File: src/lru_tag_cache_core_defines.svh
`ifndef LRU_TAG_CACHE_CORE_DEFINES_SVH
`define LRU_TAG_CACHE_CORE_DEFINES_SVH

// same-cycle implication, quiet during reset
`define LTC_ASSERT_NOW(lbl, clk, rst_n, ante, cons, msg) \
    lbl: assert property (@(posedge clk) disable iff (!(rst_n)) (ante) |-> (cons)) \
        else $error(msg);

// next-cycle implication, quiet during reset
`define LTC_ASSERT_NEXT(lbl, clk, rst_n, ante, cons, msg) \
    lbl: assert property (@(posedge clk) disable iff (!(rst_n)) (ante) |=> (cons)) \
        else $error(msg);

`endif

File: src/lrutc_pkg.sv
package lrutc_pkg;

    localparam int ENTRIES    = 16;
    localparam int KEY_BITS   = 64;
    localparam int VALUE_BITS = 32;

    localparam int OPCODE_W = 2;
    localparam int KEY_W    = 64;
    localparam int DATA_W   = 32;
    localparam int COUNT_W  = 5;

    localparam int RANK_W = (ENTRIES > 1) ? $clog2(ENTRIES) : 1;
    localparam int CNT_W  = $clog2(ENTRIES + 1);

    localparam logic [OPCODE_W-1:0] OP_LOOKUP = 2'd0;
    localparam logic [OPCODE_W-1:0] OP_INSERT = 2'd1;
    localparam logic [OPCODE_W-1:0] OP_PROBE  = 2'd2;
    localparam logic [OPCODE_W-1:0] OP_CLEAR  = 2'd3;

    typedef struct packed {
        logic              cmp;        // capture tag match
        logic              upd;        // apply state update
        logic              clr;
        logic              touch;      // hit: make matching entry most recent
        logic              ins_new;    // insert miss: fill victim, age the rest
        logic              wr_handle;  // hit on insert: overwrite handle
        logic              full;
        logic [RANK_W-1:0] hit_rank;
    } t_cell_cmd;

endpackage

File: src/lrutc_cell.sv
module lrutc_cell
    import lrutc_pkg::*;
(
    input  logic                  i_clk,
    input  logic                  i_rst_n,
    input  t_cell_cmd             i_cmd,
    input  logic [KEY_BITS-1:0]   i_key,
    input  logic [VALUE_BITS-1:0] i_value,
    input  logic                  i_free_seen,
    output logic                  o_free_seen,
    output logic                  o_match,
    output logic [VALUE_BITS-1:0] o_hit_handle,
    output logic [RANK_W-1:0]     o_hit_rank
);

    logic                  r_valid;
    logic [RANK_W-1:0]     r_rank;
    logic [KEY_BITS-1:0]   r_tag;
    logic [VALUE_BITS-1:0] r_handle;
    logic                  r_match;

    logic n_valid;
    logic [RANK_W-1:0] n_rank;
    logic w_free;
    logic w_lru;
    logic w_victim;

    assign w_free      = !r_valid;
    assign o_free_seen = i_free_seen | w_free;
    assign w_lru       = r_valid && (r_rank == RANK_W'(ENTRIES - 1));
    assign w_victim    = i_cmd.full ? w_lru : (w_free && !i_free_seen);

    assign o_match      = r_match;
    assign o_hit_handle = r_match ? r_handle : '0;
    assign o_hit_rank   = r_match ? r_rank : '0;

    always_comb begin
        n_valid = r_valid;
        n_rank  = r_rank;
        if (i_cmd.upd) begin
            if (i_cmd.clr) begin
                n_valid = 1'b0;
                n_rank  = '0;
            end else if (i_cmd.touch) begin
                if (r_match) begin
                    n_rank = '0;
                end else if (r_valid && (r_rank < i_cmd.hit_rank)) begin
                    n_rank = r_rank + 1'b1;
                end
            end else if (i_cmd.ins_new) begin
                if (w_victim) begin
                    n_valid = 1'b1;
                    n_rank  = '0;
                end else if (r_valid) begin
                    n_rank = r_rank + 1'b1;
                end
            end
        end
    end

    always_ff @(posedge i_clk) begin
        if (!i_rst_n) begin
            r_valid <= 1'b0;
            r_rank  <= '0;
        end else begin
            r_valid <= n_valid;
            r_rank  <= n_rank;
        end
    end

    always_ff @(posedge i_clk) begin
        if (i_cmd.cmp) begin
            r_match <= r_valid && (r_tag == i_key);
        end
        if (i_cmd.upd && !i_cmd.clr) begin
            if (i_cmd.touch && r_match && i_cmd.wr_handle) begin
                r_handle <= i_value;
            end else if (i_cmd.ins_new && w_victim) begin
                r_tag    <= i_key;
                r_handle <= i_value;
            end
        end
    end

endmodule

File: src/lru_tag_cache_core.sv
// Fully associative tag cache with least-recently-used replacement.
// Request channel: i_opcode, i_key, i_value are taken at a rising edge where
// start is high and busy is low. Opcodes: lookup, insert, probe, clear.
// Result channel: o_valid is high for exactly one cycle with o_hit, o_data and
// o_entry_count; the receiver must take it then, it cannot hold results off.
// A request passes through the compare state and then the update state; the
// result strobe is registered from the update state.
// Requests overlap: busy is high for the one cycle in which the row of entry
// cells compares the key against every stored tag; in the following cycle the
// cells update rank, tag and handle while the next request may already be
// accepted.
// Free-slot choice ripples cell to cell (lowest free slot wins); on a full
// cache the least recent entry is overwritten.
// Reset (synchronous, active low) empties the cache: all entries invalid,
// count zero, no strobe pending. Tag and handle storage are not cleared.
module lru_tag_cache_core
    import lrutc_pkg::*;
(
    input  logic                i_clk,
    input  logic                i_rst_n,
    input  logic                start,
    output logic                busy,
    input  logic [OPCODE_W-1:0] i_opcode,
    input  logic [KEY_W-1:0]    i_key,
    input  logic [DATA_W-1:0]   i_value,
    output logic                o_valid,
    output logic                o_hit,
    output logic [DATA_W-1:0]   o_data,
    output logic [COUNT_W-1:0]  o_entry_count
);

`include "lru_tag_cache_core_defines.svh"

    localparam logic [1:0] S_IDLE   = 2'd0;
    localparam logic [1:0] S_MATCH  = 2'd1;
    localparam logic [1:0] S_UPDATE = 2'd2;

    logic [1:0] r_phase;
    logic [1:0] n_phase;

    logic [OPCODE_W-1:0]   r_op;
    logic [KEY_BITS-1:0]   r_key;
    logic [VALUE_BITS-1:0] r_value;
    logic [CNT_W-1:0]      r_count;
    logic [CNT_W-1:0]      n_count;

    logic                r_done;
    logic                r_hit;
    logic [DATA_W-1:0]   r_data;

    logic w_accept;
    logic w_hit;
    logic w_full;
    t_cell_cmd w_cmd;

    logic [ENTRIES-1:0]    w_match;
    logic [ENTRIES:0]      w_free_chain;
    logic [VALUE_BITS-1:0] w_cell_handle [ENTRIES];
    logic [RANK_W-1:0]     w_cell_rank   [ENTRIES];
    logic [VALUE_BITS-1:0] w_sel_handle;
    logic [RANK_W-1:0]     w_sel_rank;

    assign busy     = (r_phase == S_MATCH);
    assign w_accept = start && !busy;
    assign w_hit    = (r_op != OP_CLEAR) && (|w_match);
    assign w_full   = (r_count == CNT_W'(ENTRIES));

    always_comb begin
        unique case (r_phase)
            S_IDLE:   n_phase = w_accept ? S_MATCH : S_IDLE;
            S_MATCH:  n_phase = S_UPDATE;
            S_UPDATE: n_phase = w_accept ? S_MATCH : S_IDLE;
            default:  n_phase = S_IDLE;
        endcase
    end

    always_comb begin
        w_sel_handle = '0;
        w_sel_rank   = '0;
        for (int i = 0; i < ENTRIES; i++) begin
            w_sel_handle = w_sel_handle | w_cell_handle[i];
            w_sel_rank   = w_sel_rank | w_cell_rank[i];
        end
    end

    always_comb begin
        w_cmd.cmp       = (r_phase == S_MATCH);
        w_cmd.upd       = (r_phase == S_UPDATE);
        w_cmd.clr       = (r_op == OP_CLEAR);
        w_cmd.touch     = ((r_op == OP_LOOKUP) || (r_op == OP_INSERT)) && w_hit;
        w_cmd.ins_new   = (r_op == OP_INSERT) && !w_hit;
        w_cmd.wr_handle = (r_op == OP_INSERT);
        w_cmd.full      = w_full;
        w_cmd.hit_rank  = w_sel_rank;
    end

    always_comb begin
        n_count = r_count;
        if (r_phase == S_UPDATE) begin
            if (r_op == OP_CLEAR) begin
                n_count = '0;
            end else if (w_cmd.ins_new && !w_full) begin
                n_count = r_count + 1'b1;
            end
        end
    end

    assign w_free_chain[0] = 1'b0;

    for (genvar g = 0; g < ENTRIES; g++) begin : g_cell
        lrutc_cell u_cell (
            .i_clk        (i_clk),
            .i_rst_n      (i_rst_n),
            .i_cmd        (w_cmd),
            .i_key        (r_key),
            .i_value      (r_value),
            .i_free_seen  (w_free_chain[g]),
            .o_free_seen  (w_free_chain[g+1]),
            .o_match      (w_match[g]),
            .o_hit_handle (w_cell_handle[g]),
            .o_hit_rank   (w_cell_rank[g])
        );
    end

    always_ff @(posedge i_clk) begin
        if (!i_rst_n) begin
            r_phase <= S_IDLE;
            r_count <= '0;
            r_done  <= 1'b0;
        end else begin
            r_phase <= n_phase;
            r_count <= n_count;
            r_done  <= (r_phase == S_UPDATE);
        end
    end

    always_ff @(posedge i_clk) begin
        if (w_accept) begin
            r_op    <= i_opcode;
            r_key   <= KEY_BITS'(i_key);
            r_value <= VALUE_BITS'(i_value);
        end
        if (r_phase == S_UPDATE) begin
            r_hit  <= w_hit;
            r_data <= ((r_op == OP_LOOKUP) && w_hit) ? DATA_W'(w_sel_handle) : '0;
        end
    end

    assign o_valid       = r_done;
    assign o_hit         = r_hit;
    assign o_data        = r_data;
    assign o_entry_count = COUNT_W'(r_count);

    `LTC_ASSERT_NOW(a_match_onehot, i_clk, i_rst_n, r_phase == S_UPDATE,
        $onehot0(w_match), "more than one entry matched the key")
    `LTC_ASSERT_NOW(a_result_latency, i_clk, i_rst_n, w_accept,
        ##3 o_valid, "accepted request produced no result")
    `LTC_ASSERT_NEXT(a_busy_single, i_clk, i_rst_n, busy,
        !busy, "compare phase lasted more than one cycle")
    `LTC_ASSERT_NOW(a_count_bound, i_clk, i_rst_n, 1'b1,
        r_count <= CNT_W'(ENTRIES), "entry count exceeds capacity")
    `LTC_ASSERT_NOW(a_free_slot, i_clk, i_rst_n,
        (r_phase == S_UPDATE) && w_cmd.ins_new && !w_full,
        w_free_chain[ENTRIES], "no free entry although the cache is not full")

endmodule
File: config.mk
export PLATFORM = sky130hd
export DESIGN_NAME = lru_tag_cache_core
export DESIGN_NICKNAME = d
export VERILOG_FILES = /design/src/lrutc_pkg.sv /design/src/lrutc_cell.sv /design/src/lru_tag_cache_core.sv
export VERILOG_INCLUDE_DIRS = /design/src /design/src/src
export SDC_FILE = /design/constraint.sdc
export NUM_CORES = 2
export LEC_CHECK = 0
export BUFFER_PORTS_ARGS = -buffer_cell sky130_fd_sc_hd__buf_2
export CELL_PAD_IN_SITES_DETAIL_PLACEMENT = 1
export CELL_PAD_IN_SITES_GLOBAL_PLACEMENT = 1
export CORE_MARGIN = 2
export CORE_UTILIZATION = 35
export CTS_CLUSTER_DIAMETER = 40
export DETAILED_ROUTE_END_ITERATION = 8
export GPL_ROUTABILITY_DRIVEN = 0
export PLACE_DENSITY = 0.58
export SLEW_MARGIN = 40
export SYNTH_ARGS = -nofsm -noshare
export SYNTH_HDL_FRONTEND = slang
export SYNTH_HIERARCHICAL = 1
export SYNTH_SLANG_ARGS = --single-unit
File: constraint.sdc
create_clock -name i_clk -period 11.5 [get_ports i_clk]
set_input_delay 2.875 -clock i_clk [delete_from_list [all_inputs] [get_ports i_clk]]
set_output_delay 2.875 -clock i_clk [all_outputs]
set_load 0.01 [all_outputs]
---- Word level (Yosys, flattened, before mapping) ----
Index checks and enable logic that the tools add are counted.
W data, S select, Z words.
cells by class
  add/subtract/negate cells ............... 17
  multiply operators ...................... 0
  div/mod/pow operators ................... 0
  order comparisons ....................... 16
  equality and inequality tests ........... 55
  shift operators ......................... 0
  multiplexer cells ....................... 260
  bitwise gates (word level) .............. 60
  reductions and logical operators ........ 273
operators by type and width
  cell                   count
  $mux W32               48
  $eq A64 B64 Y1         16
  $mux W4                128
  $or A32 B32 Y32        15
  $reduce_and A4 Y1      32
  $logic_and A1 B1 Y1    118
  $mux W1                81
  $reduce_bool A2 Y1     34
  $add A4 B1 Y4 const B  16
  $eq A4 B4 Y1 const B   16
  $lt A4 B4 Y1           16
  $reduce_bool A4 Y1     16
  $ne A4 B1 Y1 const B   15
  $or A4 B4 Y4           15
  $reduce_and A3 Y1      16
  $logic_not A1 Y1       34
  $reduce_and A2 Y1      17
  $not A1 Y1             16
  $reduce_or A16 Y1      1
  $or A1 B1 Y1           14
  $mux W5                2
  $add A5 B1 Y5 const B  1
  $eq A5 B5 Y1 const B   1
  $eq A2 B1 Y1 const B   2
  9 further kinds        11
word-level totals
  register bits ........................... 1771
  bits in latches ......................... 0
  bits in writable memories ............... 0
  bits in read-only memories .............. 0
  input port bits ......................... 101
  output and inout port bits .............. 40
  word-level logic and storage cells ...... 769
  memories ................................ 0

---- Longest topological paths before layout ----
  word-level depth ........................ 22
  mapped depth ............................ 20
  gate-level depth less buffers ........... 20

---- Modules after synthesis ----
Netlist, hierarchy kept.
by module, submodules not included
  module              times used  cells each  area each (um^2)
  lrutc_cell          16          290         4332.9
  lru_tag_cache_core  1           403         5816.8

---- Worst setup path after synthesis ----
No wires, ideal clock.
  path type ............................... reg-to-reg
  start point ............................. register g_cell[0].u_cell.r_valid
  end point ............................... register g_cell[15].u_cell.r_tag[0] (enable)
  data arrival time ....................... 9705 ps
  required time ........................... 10922 ps
  slack ................................... 1217 ps
  cell stages (with the launch flop) ...... 20
  path through ............................ dfxtp_1 or2b_1 or2b_1 or2b_1 or2b_1 or2b_1 or2b_1 or2b_1 or2b_1 or2b_1 or2b_1 or2b_1 or2b_1 or2b_1 or2b_1 or2b_1 or3_1 o21ai_1 nand2_1 nor3b_1
between the ends
  word-level cells in the longest chain between the ends .. 20
RTL lines
  element                      line                      RTL
  start, declared              lrutc_cell.sv:16          logic r_valid;
  start signal, assigned       lrutc_cell.sv:66          r_valid <= n_valid;
  $logic_not A1 Y1             lrutc_cell.sv:28          assign w_free = !r_valid;
  via w_free_chain[1]          lru_tag_cache_core.sv:57  logic [ENTRIES:0] w_free_chain;
  $or A1 B1 Y1                 lrutc_cell.sv:29          assign o_free_seen = i_free_seen | w_free;
  via w_free_chain[2]          lru_tag_cache_core.sv:57
  $or A1 B1 Y1                 lrutc_cell.sv:29
  via w_free_chain[3]          lru_tag_cache_core.sv:57
  $or A1 B1 Y1                 lrutc_cell.sv:29
  via w_free_chain[4]          lru_tag_cache_core.sv:57
  [... 1 more ...]             --
  via w_free_chain[5]          lru_tag_cache_core.sv:57
  [... 1 more ...]             --
  via w_free_chain[6]          lru_tag_cache_core.sv:57
  [... 1 more ...]             --
  via w_free_chain[7]          lru_tag_cache_core.sv:57
  [... 1 more ...]             --
  via w_free_chain[8]          lru_tag_cache_core.sv:57
  [... 1 more ...]             --
  via w_free_chain[9]          lru_tag_cache_core.sv:57
  [... 1 more ...]             --
  via w_free_chain[10]         lru_tag_cache_core.sv:57
  [... 1 more ...]             --
  via w_free_chain[11]         lru_tag_cache_core.sv:57
  [... 1 more ...]             --
  via w_free_chain[12]         lru_tag_cache_core.sv:57
  [... 1 more ...]             --
  via w_free_chain[13]         lru_tag_cache_core.sv:57
  [... 1 more ...]             --
  via w_free_chain[14]         lru_tag_cache_core.sv:57
  $or A1 B1 Y1                 lrutc_cell.sv:29
  via w_free_chain[15]         lru_tag_cache_core.sv:57
  $logic_not A1 Y1             lrutc_cell.sv:31          assign w_victim = i_cmd.full ? w_lru : (w_free && !i_free_seen);
  $logic_and A1 B1 Y1          lrutc_cell.sv:31
  $mux W1                      lrutc_cell.sv:31
  $logic_and A1 B1 Y1          lrutc_cell.sv:78          end else if (i_cmd.ins_new && w_victim) begin
  $reduce_and A3 Y1 (no line)  --
  end signal, assigned         lrutc_cell.sv:79          r_tag <= i_key;
  end, declared                lrutc_cell.sv:18          logic [KEY_BITS-1:0] r_tag;
The timed path passes the listed nets, and every way through them passes these cells.
A chain may end at the register's enable or synchronous reset.

---- Worst setup path after layout ----
  start point ............................. register g_cell[0].u_cell.r_valid
  end point ............................... register g_cell[15].u_cell.r_tag[62] (enable)
The elaborated chain is that of the path after synthesis.

==> impl_metrics.csv <==
group,metric,value,unit
job,drv_cap,0,
power_and_ir_drop,leakagePower,0.0305,uW
setup_path,path_delay_family,"simple AND/OR/NAND/NOR gates",
place,place_area,0.0806,mm2
global_routing,use_met1,25.5,%
clock_tree,cts_setup_buffers,0,
clock_tree,clk_pin_slew,50,ps
worst_hold_path,hp-class,"reg2reg",
synthesis,syn_area,0.0751,mm2
global_routing,grt_overflow_total,0,
global_routing,grt_pass1_wl,310000,um
power_and_ir_drop,cellPowerDensity,186,mW/mm2
power_and_ir_drop,ir_drop,0.130,mV
final_layout,syn_to_final_growth,21.4,%
place,portBuffers,140,
routing,routed_via_density,5.10,
sta,setup_tns,0,ps
final_layout,drive_gt1_share,16.3,%
final_layout,finish.net_count,5743,
final_layout,fillers,21438,
power_and_ir_drop,pwr-share-comb,3.4,%
setup_path,worst_setup_path_end_kind,"register",
setup_path,slowest_stage,"buf_6",
status,status,"finished clean",
clock_tree,cts_htree_levels,5,
final_layout,fin_util,42.6,%
global_routing,grt_util_all_layers,19.1,%
floorplan,fp.dieH,467,um
setup_path,reg2reg_depth,20,
setup_path,cp.required,12030,ps
sta,relSlewSlack,33.4,%
routing,ant_nets,0,
power_and_ir_drop,p_sw,3680,uW
global_routing,grt_max_degree,79,
sta,setup_viol,0,
global_routing,antenna_found_initial,13,
floorplan,pin_count,141,
power_and_ir_drop,p_seq_share,42.1,%
setup_path,ff2ff_setup_slack,4550,ps
sta,fmax,144,MHz
place,dpl.hpwl,118000,um
setup_path,slowest_delay,520,ps
setup_path,r2r-start,"g_cell[0].u_cell/r_valid",
routing,routedWlPerCell,24.1,um
global_routing,top_usage_layer,"met2",
setup_path,crit_type,"reg2reg",
setup_path,crit_buf_inv,1,
worst_hold_path,whs_endpoint,"r_phase[0]",
setup_path,setup.worst_path.start_class,"register",
clock_tree,cts_tree,"yes",
setup_path,r2r-end,"g_cell[15].u_cell/r_tag[62]",
routing,dr_total_vias,44113,
sta,skew,94.3,ps
global_routing,grt_pass1_vias,46875,
sta,finalHoldViolCount,0,
floorplan,coreArea,0.214,mm2
global_routing,gr-usage-met3,3.00,%
clock_tree,postCtsResizedCells,0,
setup_path,critPathArrivalTime,7480,ps
setup_path,path_cells,"or2b_1 > or2b_1 > or2b_1 > or2b_1 > or2b_1 > or2b_1 > or2b_1 > or2b_1 > or2b_1 > or2b_1 > or2b_1 > or2b_1 > or2b_1 > or2b_1 > or2b_1 > or3_1 > o21ai_1 > nand2_1 > nor3b_2 > buf_6",
sta,rsz0062_at_grt,"false",
floorplan,die-area,0.218,mm2
floorplan,fp-row-count,170,
clock_tree,root_buffer,"clkbuf_16",
synthesis,synth_cells,5042,
setup_path,cp_common_cell,"or2b_1",
global_routing,use_met2,31.6,%
power_and_ir_drop,internal_power,13300,uW
clock_tree,clock_latency,960,ps
routing,drc,0,
worst_hold_path,hp-start,"r_phase[0]",
synthesis,syn-mean-instance-area,14.9,um2
floorplan,die_x,467,um
sta,fin_crit_sh,60.4,%
clock_tree,ctsHoldBuffers,0,
clock_tree,cts_sinks,1771,
routing,drt_iter0_drc,3005,
routing,wl,209000,um
sta,final.min_clock_period,6950,ps
routing,dr.pass1.iters,6,
power_and_ir_drop,pwr-share-clk,54.5,%
setup_path,critPathMaxFanout,64,
worst_hold_path,hold_depth,1,
sta,worst_pin_slew,989,ps
setup_path,worstSetupPathDepth,20,
clock_tree,cts_buffers,319,
synthesis,yosysWarnings,6,
floorplan,initial_utilization,35.1,%
final_layout,stdcell_area,0.0912,mm2
sta,slew_violations,0,
power_and_ir_drop,p_sw_share,21.7,%
clock_tree,ctsLongestPathBuffers,4,
[registers in the layout (all words and copies together), names as in the netlist, 2 cells and up]
register,count
g_cell.u_cell/r_tag,1024
g_cell.u_cell/r_handle,512
g_cell.u_cell/r_rank,64
r_key,64
o_data,32
r_value,32
g_cell.u_cell/o_match,16
g_cell.u_cell/r_valid,16
o_entry_count,5
r_op,2
r_phase,2
[final cells by class]
class	count	area [um2]	area share (%)
Sequential cell	1771	52300	57.4
Clock buffer	360	8350	9.15
Multi-Input combinational cell	2897	21800	23.9
Inverter	309	1160	1.27
Antenna cell	3	7.51	0.00823
Tap cell	2838	3550	3.89
Clock inverter	201	2210	2.43
Timing Repair Buffer	278	1810	1.99
[stage by stage]
step / hold WS, ps / setup WS (ps) / cells / total power, uW
after global placement: 432 / 4610 / 8091 / 7840
final: 454 / 4550 / 8657 / 17000
after CTS: 456 / 4630 / 8654 / 17200
after floorplan: 408 / 1230 / 5045 / 7610
after detailed placement: 445 / 4700 / 8093 / 7860
after global routing: 483 / 4330 / 8656 / 17500
[power by group through the flow]
stage | registers, uW | logic, uW | clock network (uW)
after detailed placement | 7280 | 580 | 0
after global placement | 7280 | 567 | 0
final | 7150 | 572 | 9260
after floorplan | 7360 | 247 | 0
after global routing | 7150 | 628 | 9730
after CTS | 7150 | 585 | 9460
[how the worst max path moves through the flow]
stage	startpoint	endpoint	slack, ps
floorplan	g_cell[0].u_cell/r_valid	g_cell[15].u_cell/r_tag[0]	1230
global route	g_cell[0].u_cell/r_valid	g_cell[15].u_cell/r_tag[62]	4330
detailed placement	g_cell[0].u_cell/r_valid	g_cell[15].u_cell/r_tag[16]	4700
global placement	g_cell[0].u_cell/r_valid	g_cell[15].u_cell/r_tag[15]	4610
CTS	g_cell[0].u_cell/r_valid	g_cell[15].u_cell/r_tag[44]	4630
finish	g_cell[0].u_cell/r_valid	g_cell[15].u_cell/r_tag[62]	4550
[routing by layer]
layer / routed length, um / share of wire, % / up-vias
met4: 5370 / 2.6 / 2
li1: - / - / 20084
met5: 10 / 0.0048 / -
met1: 94200 / 45 / 22676
met3: 8820 / 4.2 / 344
met2: 100000 / 48 / 1007
[cells in the final DEF, fill, tap and decap left out, types with 32 or more instances in the layout]
cell        count
clkinvlp_4     32
ha_1           66
nand2b_1       67
edfxtp_1     1683
clkinv_2       32
nand2_1       101
inv_1         307
xor2_1        464
nand4_1       166
a21boi_1       64
o21ai_1        35
buf_4         121
nor3b_2        48
clkinv_1       33
dfxtp_1        88
clkbuf_16     326
xnor2_1       336
nand3b_1       32
o2bb2ai_1      48
a221oi_1       64
nand3_1        81
buf_2         139
inv_6          37
o22ai_1        80
nor4_1        309
bufinv_16      35
and2_1        610
Power figures use the tool's default switching activity.
